===== config.mk =====
export PLATFORM = sky130hd
export DESIGN_NAME = xxhash32_stream_hasher
export DESIGN_NICKNAME = d
export VERILOG_FILES = /design/src/hw/rtl/xxh32_pkg.sv /design/src/hw/rtl/xxh32_front.sv /design/src/hw/rtl/xxh32_queue.sv /design/src/hw/rtl/xxh32_back.sv /design/src/hw/rtl/xxhash32_stream_hasher.sv
export SDC_FILE = /design/constraint.sdc
export NUM_CORES = 2
export LEC_CHECK = 0
export BUFFER_PORTS_ARGS = -buffer_cell sky130_fd_sc_hd__buf_4
export CAP_MARGIN = 20
export CORE_ASPECT_RATIO = 0.6
export CORE_MARGIN = 2
export CORE_UTILIZATION = 30
export DETAILED_ROUTE_END_ITERATION = 10
export PLACE_DENSITY = 0.46
export SKIP_LAST_GASP = 1
export SYNTH_ARGS = -nofsm -noshare
export SYNTH_HDL_FRONTEND = slang
export SYNTH_SLANG_ARGS = --single-unit

===== constraint.sdc =====
create_clock -name clk -period 10.1 [get_ports clk]
set_input_delay 1.515 -clock clk [delete_from_list [all_inputs] [get_ports clk]]
set_output_delay 1.515 -clock clk [all_outputs]
set_load 0.02 [all_outputs]

===== src/hw/rtl/xxh32_pkg.sv =====
// Package for the streaming 32-bit xxHash block: primes, beat classes and the
// queue item carried from the front end to the back end. No dependencies.
package xxh32_pkg;

	localparam logic [31:0] PR1 = 32'h9E3779B1;
	localparam logic [31:0] PR2 = 32'h85EBCA77;
	localparam logic [31:0] PR3 = 32'hC2B2AE3D;
	localparam logic [31:0] PR4 = 32'h27D4EB2F;
	localparam logic [31:0] PR5 = 32'h165667B1;

	// What the back end must do with one beat
	typedef enum logic [1:0] {
		OP_BUFFER,       // park word in the stripe buffer
		OP_STRIPE,       // word completes a stripe: run the four lane rounds
		OP_FINAL,        // last word: finish the hash
		OP_FINAL_STRIPE  // last full word completing a stripe: lane rounds, then finish
	} xxh32_op_t;

	typedef struct packed {
		xxh32_op_t   op;
		logic [31:0] word;
		logic [2:0]  nb;    // valid bytes, already saturated to 0..4
	} xxh32_item_t;

	function automatic logic [31:0] rotl(input logic [31:0] v, input logic [4:0] n);
		rotl = (v << n) | (v >> (6'd32 - {1'b0, n}));
	endfunction

endpackage


===== src/hw/rtl/xxh32_front.sv =====
// Front end: accepts input beats and classifies each one for the back end.
// Depends on xxh32_pkg.
module xxh32_front (
	input  logic                  clk,
	input  logic                  arst_n,
	input  logic                  s_tvalid,
	output logic                  s_tready,
	input  logic [31:0]           s_tdata,
	input  logic [2:0]            s_tuser,
	input  logic                  s_tlast,
	output logic                  push_valid,
	input  logic                  push_ready,
	output xxh32_pkg::xxh32_item_t push_item
);
	import xxh32_pkg::*;

	logic [1:0] fill_q;
	logic [2:0] nb_sat;
	logic       accept;

	always_comb begin
		if (s_tuser inside {[3'd5:3'd7]}) begin
			nb_sat = 3'd4;
		end else begin
			nb_sat = s_tuser;
		end
	end

	always_comb begin
		push_item.word = s_tdata;
		push_item.nb   = nb_sat;
		if (!s_tlast) begin
			push_item.op = (fill_q == 2'd3) ? OP_STRIPE : OP_BUFFER;
		end else if (nb_sat == 3'd4 && fill_q == 2'd3) begin
			push_item.op = OP_FINAL_STRIPE;
		end else begin
			push_item.op = OP_FINAL;
		end
	end

	assign push_valid = s_tvalid;
	assign s_tready   = push_ready;
	assign accept     = s_tvalid && push_ready;

	// Track the stripe fill as the back end will see it
	always_ff @(posedge clk or negedge arst_n) begin
		if (!arst_n) begin
			fill_q <= 2'd0;
		end else if (accept) begin
			if (s_tlast) begin
				fill_q <= 2'd0;
			end else begin
				fill_q <= fill_q + 2'd1;
			end
		end
	end

endmodule


===== src/hw/rtl/xxh32_queue.sv =====
// Two-entry queue between the front end and the back end.
// Depends on xxh32_pkg for the item type.
module xxh32_queue (
	input  logic                  clk,
	input  logic                  arst_n,
	input  logic                  push_valid,
	output logic                  push_ready,
	input  xxh32_pkg::xxh32_item_t push_item,
	output logic                  pop_valid,
	input  logic                  pop_ready,
	output xxh32_pkg::xxh32_item_t pop_item
);
	import xxh32_pkg::*;

	xxh32_item_t slot_q [2];
	logic        wr_ptr_q;
	logic        rd_ptr_q;
	logic [1:0]  count_q;
	logic        push_ok;
	logic        pop_ok;

	assign push_ready = (count_q != 2'd2);
	assign pop_valid  = (count_q != 2'd0);
	assign pop_item   = slot_q[rd_ptr_q];
	assign push_ok    = push_valid && push_ready;
	assign pop_ok     = pop_valid && pop_ready;

	always_ff @(posedge clk) begin
		if (push_ok) begin
			slot_q[wr_ptr_q] <= push_item;
		end
	end

	always_ff @(posedge clk or negedge arst_n) begin
		if (!arst_n) begin
			wr_ptr_q <= 1'b0;
			rd_ptr_q <= 1'b0;
			count_q  <= 2'd0;
		end else begin
			if (push_ok) begin
				wr_ptr_q <= ~wr_ptr_q;
			end
			if (pop_ok) begin
				rd_ptr_q <= ~rd_ptr_q;
			end
			if (push_ok && !pop_ok) begin
				count_q <= count_q + 2'd1;
			end else if (pop_ok && !push_ok) begin
				count_q <= count_q - 2'd1;
			end
		end
	end

endmodule


===== src/hw/rtl/xxh32_back.sv =====
// Back end: sequencer around one shared 32x32 multiplier that runs lane rounds,
// the final fold and the avalanche, with the result register. Depends on xxh32_pkg.
module xxh32_back (
	input  logic                  clk,
	input  logic                  arst_n,
	input  logic [31:0]           seed,
	input  logic                  item_valid,
	output logic                  item_ready,
	input  xxh32_pkg::xxh32_item_t item,
	output logic                  hash_valid,
	input  logic                  hash_ready,
	output logic [31:0]           hash_value
);
	import xxh32_pkg::*;

	typedef enum logic [3:0] {
		ST_IDLE, ST_LOAD, ST_MUL1, ST_ROT, ST_MUL2, ST_START, ST_MERGE,
		ST_ADDLEN, ST_TAIL, ST_AV1, ST_AV2, ST_AV3
	} state_t;

	typedef enum logic [1:0] {K_LANE, K_WORD, K_TAIL, K_BYTE} kind_t;

	state_t      state_q;
	kind_t       kind_q;
	logic [1:0]  idx_q;
	logic [1:0]  fill_q;
	logic [31:0] len_q;
	logic        long_q;
	logic        hash_valid_q;
	logic [31:0] hash_value_q;

	xxh32_item_t op_q;
	logic [31:0] lane_q [4];
	logic [31:0] buf_q  [3];
	logic [31:0] h_q;
	logic [31:0] prod_q;

	logic [2:0]  nb_eff;
	logic [31:0] round_word;
	logic [31:0] k1, k2, base;
	logic [4:0]  rot_amt;
	logic [31:0] mul_a, mul_b, mul_p;
	logic [31:0] rot_sum;
	logic [31:0] merge_rot;
	logic        out_free;

	assign nb_eff     = (op_q.op == OP_FINAL_STRIPE) ? 3'd0 : op_q.nb;
	assign item_ready = (state_q == ST_IDLE);
	assign out_free   = !hash_valid_q || hash_ready;
	assign hash_valid = hash_valid_q;
	assign hash_value = hash_value_q;

	always_comb begin
		case (kind_q)
			K_LANE: begin
				round_word = (idx_q == 2'd3) ? op_q.word : buf_q[idx_q];
				k1 = PR2; k2 = PR1; rot_amt = 5'd13; base = lane_q[idx_q];
			end
			K_WORD: begin
				round_word = buf_q[idx_q];
				k1 = PR3; k2 = PR4; rot_amt = 5'd17; base = h_q;
			end
			K_TAIL: begin
				round_word = op_q.word;
				k1 = PR3; k2 = PR4; rot_amt = 5'd17; base = h_q;
			end
			default: begin
				round_word = {24'd0, op_q.word[{idx_q, 3'b000} +: 8]};
				k1 = PR5; k2 = PR1; rot_amt = 5'd11; base = h_q;
			end
		endcase
	end

	always_comb begin
		case (state_q)
			ST_MUL1: begin
				mul_a = round_word; mul_b = k1;
			end
			ST_AV1: begin
				mul_a = h_q ^ (h_q >> 15); mul_b = PR2;
			end
			ST_AV2: begin
				mul_a = prod_q ^ (prod_q >> 13); mul_b = PR3;
			end
			default: begin
				mul_a = prod_q; mul_b = k2;
			end
		endcase
	end

	assign mul_p   = mul_a * mul_b;
	assign rot_sum = rotl(base + prod_q, rot_amt);

	always_comb begin
		case (idx_q)
			2'd1:    merge_rot = rotl(lane_q[1], 5'd7);
			2'd2:    merge_rot = rotl(lane_q[2], 5'd12);
			2'd3:    merge_rot = rotl(lane_q[3], 5'd18);
			default: merge_rot = rotl(lane_q[0], 5'd1);
		endcase
	end

	// Datapath registers
	always_ff @(posedge clk) begin
		case (state_q)
			ST_IDLE: begin
				if (item_valid) begin
					op_q <= item;
					if (item.op == OP_BUFFER) begin
						buf_q[fill_q] <= item.word;
					end
				end
			end
			ST_LOAD: begin
				lane_q[0] <= seed + PR1 + PR2;
				lane_q[1] <= seed + PR2;
				lane_q[2] <= seed;
				lane_q[3] <= seed - PR1;
			end
			ST_MUL1, ST_AV1, ST_AV2: prod_q <= mul_p;
			ST_ROT: prod_q <= rot_sum;
			ST_MUL2: begin
				if (kind_q == K_LANE) begin
					lane_q[idx_q] <= mul_p;
				end else begin
					h_q <= mul_p;
				end
			end
			ST_START:  h_q <= long_q ? rotl(lane_q[0], 5'd1) : seed + PR5;
			ST_MERGE:  h_q <= h_q + merge_rot;
			ST_ADDLEN: h_q <= h_q + len_q;
			default: ;
		endcase
	end

	// Sequencer, message state and result register
	always_ff @(posedge clk or negedge arst_n) begin
		if (!arst_n) begin
			state_q      <= ST_IDLE;
			kind_q       <= K_LANE;
			idx_q        <= 2'd0;
			fill_q       <= 2'd0;
			len_q        <= 32'd0;
			long_q       <= 1'b0;
			hash_valid_q <= 1'b0;
			hash_value_q <= 32'd0;
		end else begin
			if (state_q == ST_AV3 && out_free) begin
				hash_valid_q <= 1'b1;
			end else if (hash_ready) begin
				hash_valid_q <= 1'b0;
			end
			case (state_q)
				ST_IDLE: begin
					if (item_valid) begin
						case (item.op)
							OP_BUFFER: begin
								fill_q <= fill_q + 2'd1;
								len_q  <= len_q + 32'd4;
							end
							OP_FINAL: begin
								len_q   <= len_q + {29'd0, item.nb};
								state_q <= ST_START;
							end
							default: begin
								len_q   <= len_q + 32'd4;
								kind_q  <= K_LANE;
								idx_q   <= 2'd0;
								state_q <= long_q ? ST_MUL1 : ST_LOAD;
							end
						endcase
					end
				end
				ST_LOAD: state_q <= ST_MUL1;
				ST_MUL1: state_q <= ST_ROT;
				ST_ROT:  state_q <= ST_MUL2;
				ST_MUL2: begin
					case (kind_q)
						K_LANE: begin
							if (idx_q == 2'd3) begin
								long_q  <= 1'b1;
								fill_q  <= 2'd0;
								state_q <= (op_q.op == OP_FINAL_STRIPE) ? ST_START : ST_IDLE;
							end else begin
								idx_q   <= idx_q + 2'd1;
								state_q <= ST_MUL1;
							end
						end
						K_WORD: begin
							if ({1'b0, idx_q} + 3'd1 < {1'b0, fill_q}) begin
								idx_q   <= idx_q + 2'd1;
								state_q <= ST_MUL1;
							end else begin
								state_q <= ST_TAIL;
							end
						end
						K_TAIL: state_q <= ST_AV1;
						default: begin
							if ({1'b0, idx_q} + 3'd1 < nb_eff) begin
								idx_q   <= idx_q + 2'd1;
								state_q <= ST_MUL1;
							end else begin
								state_q <= ST_AV1;
							end
						end
					endcase
				end
				ST_START: begin
					idx_q   <= 2'd1;
					state_q <= long_q ? ST_MERGE : ST_ADDLEN;
				end
				ST_MERGE: begin
					if (idx_q == 2'd3) begin
						state_q <= ST_ADDLEN;
					end else begin
						idx_q <= idx_q + 2'd1;
					end
				end
				ST_ADDLEN: begin
					if (fill_q != 2'd0) begin
						kind_q  <= K_WORD;
						idx_q   <= 2'd0;
						state_q <= ST_MUL1;
					end else begin
						state_q <= ST_TAIL;
					end
				end
				ST_TAIL: begin
					idx_q <= 2'd0;
					if (nb_eff == 3'd4) begin
						kind_q  <= K_TAIL;
						state_q <= ST_MUL1;
					end else if (nb_eff == 3'd0) begin
						state_q <= ST_AV1;
					end else begin
						kind_q  <= K_BYTE;
						state_q <= ST_MUL1;
					end
				end
				ST_AV1: state_q <= ST_AV2;
				ST_AV2: state_q <= ST_AV3;
				ST_AV3: begin
					if (out_free) begin
						hash_value_q <= prod_q ^ (prod_q >> 16);
						fill_q       <= 2'd0;
						len_q        <= 32'd0;
						long_q       <= 1'b0;
						state_q      <= ST_IDLE;
					end
				end
				default: state_q <= ST_IDLE;
			endcase
		end
	end

`ifndef NO_ASSERTIONS
	a_clear_after_emit: assert property (@(posedge clk) disable iff (!arst_n)
		(state_q == ST_AV3 && out_free) |=> (fill_q == 2'd0 && len_q == 32'd0 && !long_q))
		else $error("message state not cleared after emitting a hash");

	a_byte_fold_range: assert property (@(posedge clk) disable iff (!arst_n)
		(state_q == ST_MUL1 && kind_q == K_BYTE) |-> (nb_eff != 3'd0 && nb_eff != 3'd4))
		else $error("byte fold started with no partial tail");

	a_result_source: assert property (@(posedge clk) disable iff (!arst_n)
		$rose(hash_valid_q) |-> $past(state_q) == ST_AV3)
		else $error("result raised outside the avalanche step");
`endif

endmodule


===== src/hw/rtl/xxhash32_stream_hasher.sv =====
// Top level of the streaming 32-bit xxHash block: seed register, front end,
// item queue and back end. Depends on xxh32_pkg, xxh32_front, xxh32_queue, xxh32_back.
//
//   channel   direction  beat handshake        payload
//   s_*       in         s_tvalid & s_tready   s_tdata word, s_tuser byte count, s_tlast
//   m_*       out        m_tvalid & m_tready   m_tdata hash
//   seed_*    in         seed_we               seed_wdata
//
// A non-final beat that only parks a word is handled in the back end's idle state; a beat that
// completes a stripe is taken, loads the lanes on the first stripe of a message, then runs
// multiply/rotate/multiply for each lane.
// A final beat runs the start step, the merge (if a stripe was consumed), the length add,
// a multiply/rotate/multiply fold per buffered word and per tail byte (or one for a full word)
// and the avalanche steps; one that completes a stripe runs the lane rounds first and leaves no tail to fold.
// The last avalanche step holds while the result register is still full.
// Reset clears the seed to zero and empties the queue and message state; no clearing pass.
// The two-entry queue lets the source keep feeding while the back end works, and the
// result register holds a finished hash while the next message is already being taken.
module xxhash32_stream_hasher (
	input  logic        clk,
	input  logic        arst_n,
	input  logic        s_tvalid,
	output logic        s_tready,
	input  logic [31:0] s_tdata,     // [31:0] data_word
	input  logic [2:0]  s_tuser,     // [2:0] byte_count
	input  logic        s_tlast,
	output logic        m_tvalid,
	input  logic        m_tready,
	output logic [31:0] m_tdata,     // [31:0] hash_value
	input  logic        seed_we,
	input  logic [31:0] seed_wdata
);
	import xxh32_pkg::*;

	logic [31:0] seed_q;

	logic        push_valid, push_ready;
	xxh32_item_t push_item;
	logic        pop_valid, pop_ready;
	xxh32_item_t pop_item;

	// Hold the seed; the user must write it only while the block is idle, which the block itself does not enforce
	always_ff @(posedge clk or negedge arst_n) begin
		if (!arst_n) begin
			seed_q <= 32'd0;
		end else if (seed_we) begin
			seed_q <= seed_wdata;
		end
	end

	// Classify each beat against the running stripe fill
	xxh32_front u_front (
		.clk        (clk),
		.arst_n     (arst_n),
		.s_tvalid   (s_tvalid),
		.s_tready   (s_tready),
		.s_tdata    (s_tdata),
		.s_tuser    (s_tuser),
		.s_tlast    (s_tlast),
		.push_valid (push_valid),
		.push_ready (push_ready),
		.push_item  (push_item)
	);

	// Decouple the input side from the multi-cycle back end
	xxh32_queue u_queue (
		.clk        (clk),
		.arst_n     (arst_n),
		.push_valid (push_valid),
		.push_ready (push_ready),
		.push_item  (push_item),
		.pop_valid  (pop_valid),
		.pop_ready  (pop_ready),
		.pop_item   (pop_item)
	);

	// Run lane rounds, finish and avalanche; drive the result register
	xxh32_back u_back (
		.clk        (clk),
		.arst_n     (arst_n),
		.seed       (seed_q),
		.item_valid (pop_valid),
		.item_ready (pop_ready),
		.item       (pop_item),
		.hash_valid (m_tvalid),
		.hash_ready (m_tready),
		.hash_value (m_tdata)
	);

endmodule


# After elaboration in Yosys (flattened, before gate mapping)
# Memories as Yosys holds them, arrays and structs flattened.
# Cells that the tools add are included.
# totals
register_bits	215
ram_bits	298
input_bits	73
wordCells	209
n_memories	3
# op_classes
addsub	17
multipliers	1
magnitude_cmp	4
eq_ne	36
n_shift	3
muxes	78
bitwise	10
n_reduce_logical	39
# mem_list
memory	words	width	read_ports	rd_clocked_by_memory_dff	wr	line	rtl
u_back.lane_q	4	32	5	0	4	xxh32_back.sv:33	logic [31:0] lane_q [4];
u_back.buf_q	3	32	1	0	1	xxh32_back.sv:34	logic [31:0] buf_q [3];
u_queue.slot_q	2	37	1	0	1	xxh32_queue.sv:15	xxh32_item_t slot_q [2];
# op_table
op	n
$pmux 32 s3	4
$mux 32	9
$pmux 32 s2	3
$pmux 32 s4	1
$add 32x32->32	3
$add 32x32->32 const B	3
$pmux 4 s12	1
$mux 2	20
$mux 4	9
$add 32x29->32 const B	1
$add 32x3->32	1
$add 32x3->32 const B	1
$mul 32x32->32	1
$or 32x1->32	1
$or 32x12->32	1
$or 32x18->32	1
$or 32x32->32	1
$or 32x7->32	1
$reduce_or 32->1	1
$shiftx 32x6->8	1
$shl 32x5->32	1
$shr 32x6->32	1
$sub 32x32->32 const B	1
$xor 32x16->32	1
other kinds (48)	120

# Longest topological paths before layout
# depth
depth_word	7
mapped_depth	41
depth_no_buf	36

# By module
# Synthesis repeated with hierarchy kept, for this count alone.
# hier_totals
hier_cells	4685
hier_area_um2	46791.1
# by_module_without_submodules
mod	instances	cells_per_inst	area_each_um2	seq_area_each_um2
xxh32_back	1	4436	42100.4	11661.2
xxh32_queue	1	133	2946.6	2322.2
xxhash32_stream_hasher	1	68	1345.0	800.8
xxh32_front	1	48	399.1	50.0

# Worst setup path before layout
# Ideal clock, no wire load.
# synth_path
path_kind	flip-flop to flip-flop
from	register u_back.idx_q[1]
to	memory u_back.lane_q[0][30] (data pin)
setup_time_ns	0.266
arrival_time_ns	9.220
required_time_ns	9.834
slack_ns	0.614
path_stages_with_launch	36
path_buffers	7
synth_period_minus_slack_ns	9.486
cell_sequence	dfrtp_1 > buf_4 > buf_4 > buf_4 > buf_2 > buf_2 > buf_1 > mux4_2 > a221oi_1 > o21bai_1 > clkbuf_1 > nor2_1 > fa_1 > fa_1 > fa_1 > inv_1 > fa_1 > inv_1 > fa_1 > inv_1 > fa_1 > inv_1 > fa_1 > fa_1 > ha_1 > a21o_1 > a21o_1 > a21o_1 > a21o_1 > a21o_1 > a21oi_1 > o21ai_0 > o41ai_1 > a21boi_0 > nor3_1 > o31ai_1
# synth_rtl
item	line	rtl
from (decl)	xxh32_back.sv:25	logic [1:0] idx_q;
from (signal assigned)	xxh32_back.sv:185	idx_q <= idx_q + 2'd1;
from (signal assigned)	xxh32_back.sv:191	idx_q <= idx_q + 2'd1;
from (signal assigned)	xxh32_back.sv:200	idx_q <= idx_q + 2'd1;
to (decl)	xxh32_back.sv:33	

# Final worst setup path
# layout_path
from	register u_back.kind_q[0]
to	register u_back.h_q[31] (data pin)
# layout_via
elab_chain_cells	7
# layout_rtl
item	line	rtl
from (decl)	xxh32_back.sv:24	kind_t kind_q;
from (signal assigned)	xxh32_back.sv:140	kind_q <= K_LANE;
from (signal assigned)	xxh32_back.sv:167	kind_q <= K_LANE;
from (signal assigned)	xxh32_back.sv:221	kind_q <= K_WORD;
$eq 2x1->1 or $eq 2x2->1 (tied branches)	xxh32_back.sv:54	case (kind_q)
$reduce_or 2->1 (no source line)	-	
$pmux 32 s2 or $mux 32 (tied branches)	xxh32_back.sv:54	
$pmux 32 s3	xxh32_back.sv:75	case (state_q)
$mul 32x32->32 (*)	xxh32_back.sv:91	assign mul_p = mul_a * mul_b;
$mux 32 (*)	xxh32_back.sv:123	if (kind_q == K_LANE) begin
$pmux 32 s4 (*)	xxh32_back.sv:105	case (state_q)
to (signal assigned)	xxh32_back.sv:126	h_q <= mul_p;
to (signal assigned)	xxh32_back.sv:129	ST_START: h_q <= long_q ? rotl(lane_q[0], 5'd1) : seed + PR5;
to (signal assigned)	xxh32_back.sv:130	ST_MERGE: h_q <= h_q + merge_rot;
to (decl)	xxh32_back.sv:35	logic [31:0] h_q;
# Every way passes the cells marked *; elsewhere a longest branch is shown, timed or not. The select of a mux whose other input is x is not followed.
# A chain may end at the register's enable or synchronous reset.

==> impl_metrics.toml <==
[floorplan]
num_io_pins = 107
fp.dieArea_um2 = 159000
die_h_um = 309
die_x_um = 513
num_rows = 111
design.core.area_um2 = 153000
start_util_pct = 30.4

[finish]
area_growth_pct = 14.2
drive_gt1_share_pct = 14.9
register_area_um2 = 14800
multi_input_area_um2 = 28600
fin_nets = 5609
stdcell_area_um2 = 53200
nFillCells = 15700

[routing]
antenna_left = 0
top_layer_used = "met5"
wl_met3_um = 38800
dr_wl_met2_um = 74100
via_per_inst = 5.57
drtPass1Iterations = 10
wl_met1_um = 107000
drt-total-wl_um = 225000
drc = 0
vias = 39000
drt_iter0_markers = 6122
wl_per_cell_um = 32.1

[place]
gp_congestion = 1.04
io_buffers = 106
dpl.hpwl_um = 184000
placed_cell_area_um2 = 51300

[logic_synthesis]
synthAdderAreaFrac_pct = 23.3
synth_edf_count = 399
synth_mux_area_share_pct = 7.24
ys_async_sr_fraction_pct = 22.2
synth-seq-cells = 513
seq_area_frac_synth_pct = 31.8
yosys_warnings = 0
synth-xor-area-share_pct = 5.73
synth_flop_cell = "edfxtp_1"
synth_top_family_by_area = "adder cells"
yosysUniqueCellTypes = 94
syn_area_um2 = 46600
yosys.area_share.simple_pct = 11.3
syn_avg_cell_area_um2 = 9.88
synth-compound-area-share_pct = 13.6
syn_inst = 4719
syn_nets = 5415

[clock_network]
cts_inserted_buffers = 55
cts_tree = "yes"
postCtsHoldBufs = 0
cts.sink_count = 513
htreeDepth = 2
cts_root_buf = "clkbuf_16"
clk_pin_slew_worst_paths_ns = 0.07
cts.path.max_buffers = 3
clk_latency_ns = 0.71

[sta]
period_share_pct = 98.2
fin_skew_ns = 0.0628
fin_hold_ws_ns = 0.485
max_freq_mhz = 101
rsz0062_at_grt = "yes"
hold_viol_final = 0
setup_viol = 0
relSlewSlack_pct = 2.23
finalMaxSlewViolations = 0
worst_pin_slew_ns = 1.47
min_period_ns = 9.92

[critical_path]
rr_worst_depth = 31
reg2reg_from = "u_back.kind_q[0]"
critPathCaptureType = "flip-flop"
rrSetupSlack_ns = 0.18
cp-start-kind = "flip-flop"
rr_endpoint = "u_back.h_q[31]"
arrival_ns = 10.34
cp_max_fo = 7
crit_path_top_delay_cell = "o21ai_0"
crit_required_ns = 10.52
cpPeakStageDelay_ns = 0.80
crit_type = "flip-flop to flip-flop"
cpMostUsedCell = "fa_1"

[job]
cap_violations = 0

[global_route]
grt_usage_pct = 28.1
grt_pass1_wl_um = 309000
grt_overflow = 0
antenna_found_initial = 10
grt_pass1_vias = 37200
grt_max_degree = 78

[status]
status = "completed"

[hold_path]
hold_class = "flip-flop to flip-flop"
hp-start = "u_front.fill_q[1]"
min_to = "u_front.fill_q[1]"
hold_path_depth = 2
-- repair_timing --
action	CTS	global route
setup buffers	0	0
gates resized for setup	0	4
endpoints found under the setup margin	0	25
-- logic make-up (layout without fill, tap and decap cells) --
family	after synthesis	after routing
compound gates	981	981
xor+xnor	290	290
fa+ha+maj	623	623
buf+inv	847	1088
flops	513	513
mux	251	251
other cells	0	7
simple gates	1214	1214
-- worst max-delay path by stage --
| stage | start | to | slack (ns) | depth (start not counted) |
|---|---|---|---|---|
| finish | u_back.kind_q[0] | u_back.h_q[31] | 0.18 | 31 |
| global route | u_back.state_q[0] | u_back.lane_q[2][29] | -0.02 | 28 |
| CTS | u_back.kind_q[1] | u_back.h_q[31] | 0.36 | 27 |
| detailed placement | u_back.kind_q[1] | u_back.h_q[31] | 0.32 | 27 |
| global placement | u_back.kind_q[0] | u_back.h_q[31] | 0.30 | 31 |
| floorplan | u_back.idx_q[1] | u_back.lane_q[0][30] | 0.61 | 35 |
-- worst max-delay path, delay by kind of cell, from the launching register on --
| kind | cells | cell delay [ns] |
|---|---|---|
| buffers and inverters | 6 | 0.77 |
| AOI/OAI and AO/OA | 3 | 1.26 |
| and+or+nand+nor | 3 | 0.35 |
| DFF | 1 | 0.42 |
| adders and majority gates | 9 | 4.13 |
| xor gates and xnor gates | 10 | 2.72 |
-- metal layers --
| layer | GRT usage [%] | vias to the layer above |
|---|---|---|
| met3 | 15.7 | 227 |
| met1 | 43.9 | 19600 |
| met2 | 31.8 | 2528 |
| met4 | 4.82 | 4 |
| met5 | 0 | - |
| li1 | - | 16600 |
-- flip-flops by register name (all words and copies together) (netlist names), 4 cells and up --
signal and count:
u_back.buf_q 96, u_back.op_q 37, u_back.state_q 4, u_queue.slot_q 74, seed_q 32, u_back.prod_q 32, u_back.len_q 32, u_back.hash_value 32
u_back.h_q 32, u_back.lane_q 128
-- layout by cell type, fill, tap and decap left out, drive strengths merged, types with 195 or more instances in the layout --
master	count
inv	592
nand2	490
fa	408
edfxtp	399
nor2	399
buf	391
o21ai	329
a21oi	220
ha	215
xnor2	195
-- through the flow --
step | setup slack, ns | utilization, % | instances | setup TNS (ns)
3_5_place_dp | 0.325 | 33.4 | 6887 | 0
3_3_place_gp | 0.303 | 33.4 | 6887 | 0
2_1_floorplan | 0.614 | - | 4719 | 0
4_1_cts | 0.364 | 34.6 | 6991 | 0
5_1_grt | -0.0170 | 34.7 | 6994 | -0.0210
6_report | 0.184 | 34.7 | 7001 | 0
-- final cells by class --
| class | instances | share of cell area [%] |
|---|---|---|
| antenna | 7 | 0.0329 |
| clock inverter | 38 | 0.743 |
| tap | 2034 | 4.78 |
| inverter | 591 | 4.17 |
| clock buffer | 66 | 2.76 |
| multi-input combinational | 3359 | 53.8 |
| timing repair buffer | 393 | 5.78 |
| sequential | 513 | 27.9 |
-- synthesized netlist by cell type, drive strengths merged, types with 58 or more instances --
master  count  share of area (%)
inv       587                4.7
nand2     490                3.9
fa        408                 18
edfxtp    399                 26
nor2      399                3.2
o21ai     329                3.5
a21oi     220                2.4
ha        215                5.8
xnor2     195                3.7
clkbuf    189                1.5
mux2      138                3.3
dfrtp     114                6.1
xor2       87                1.6
buf        67               0.70
a21o       66                1.1
nand3      63               0.68
nor3       59               0.63
mux2i      58                1.2
Power is left out: the tool's default activity adds up to more than one toggle a clock period on the data nets, which glitch-free logic cannot reach.
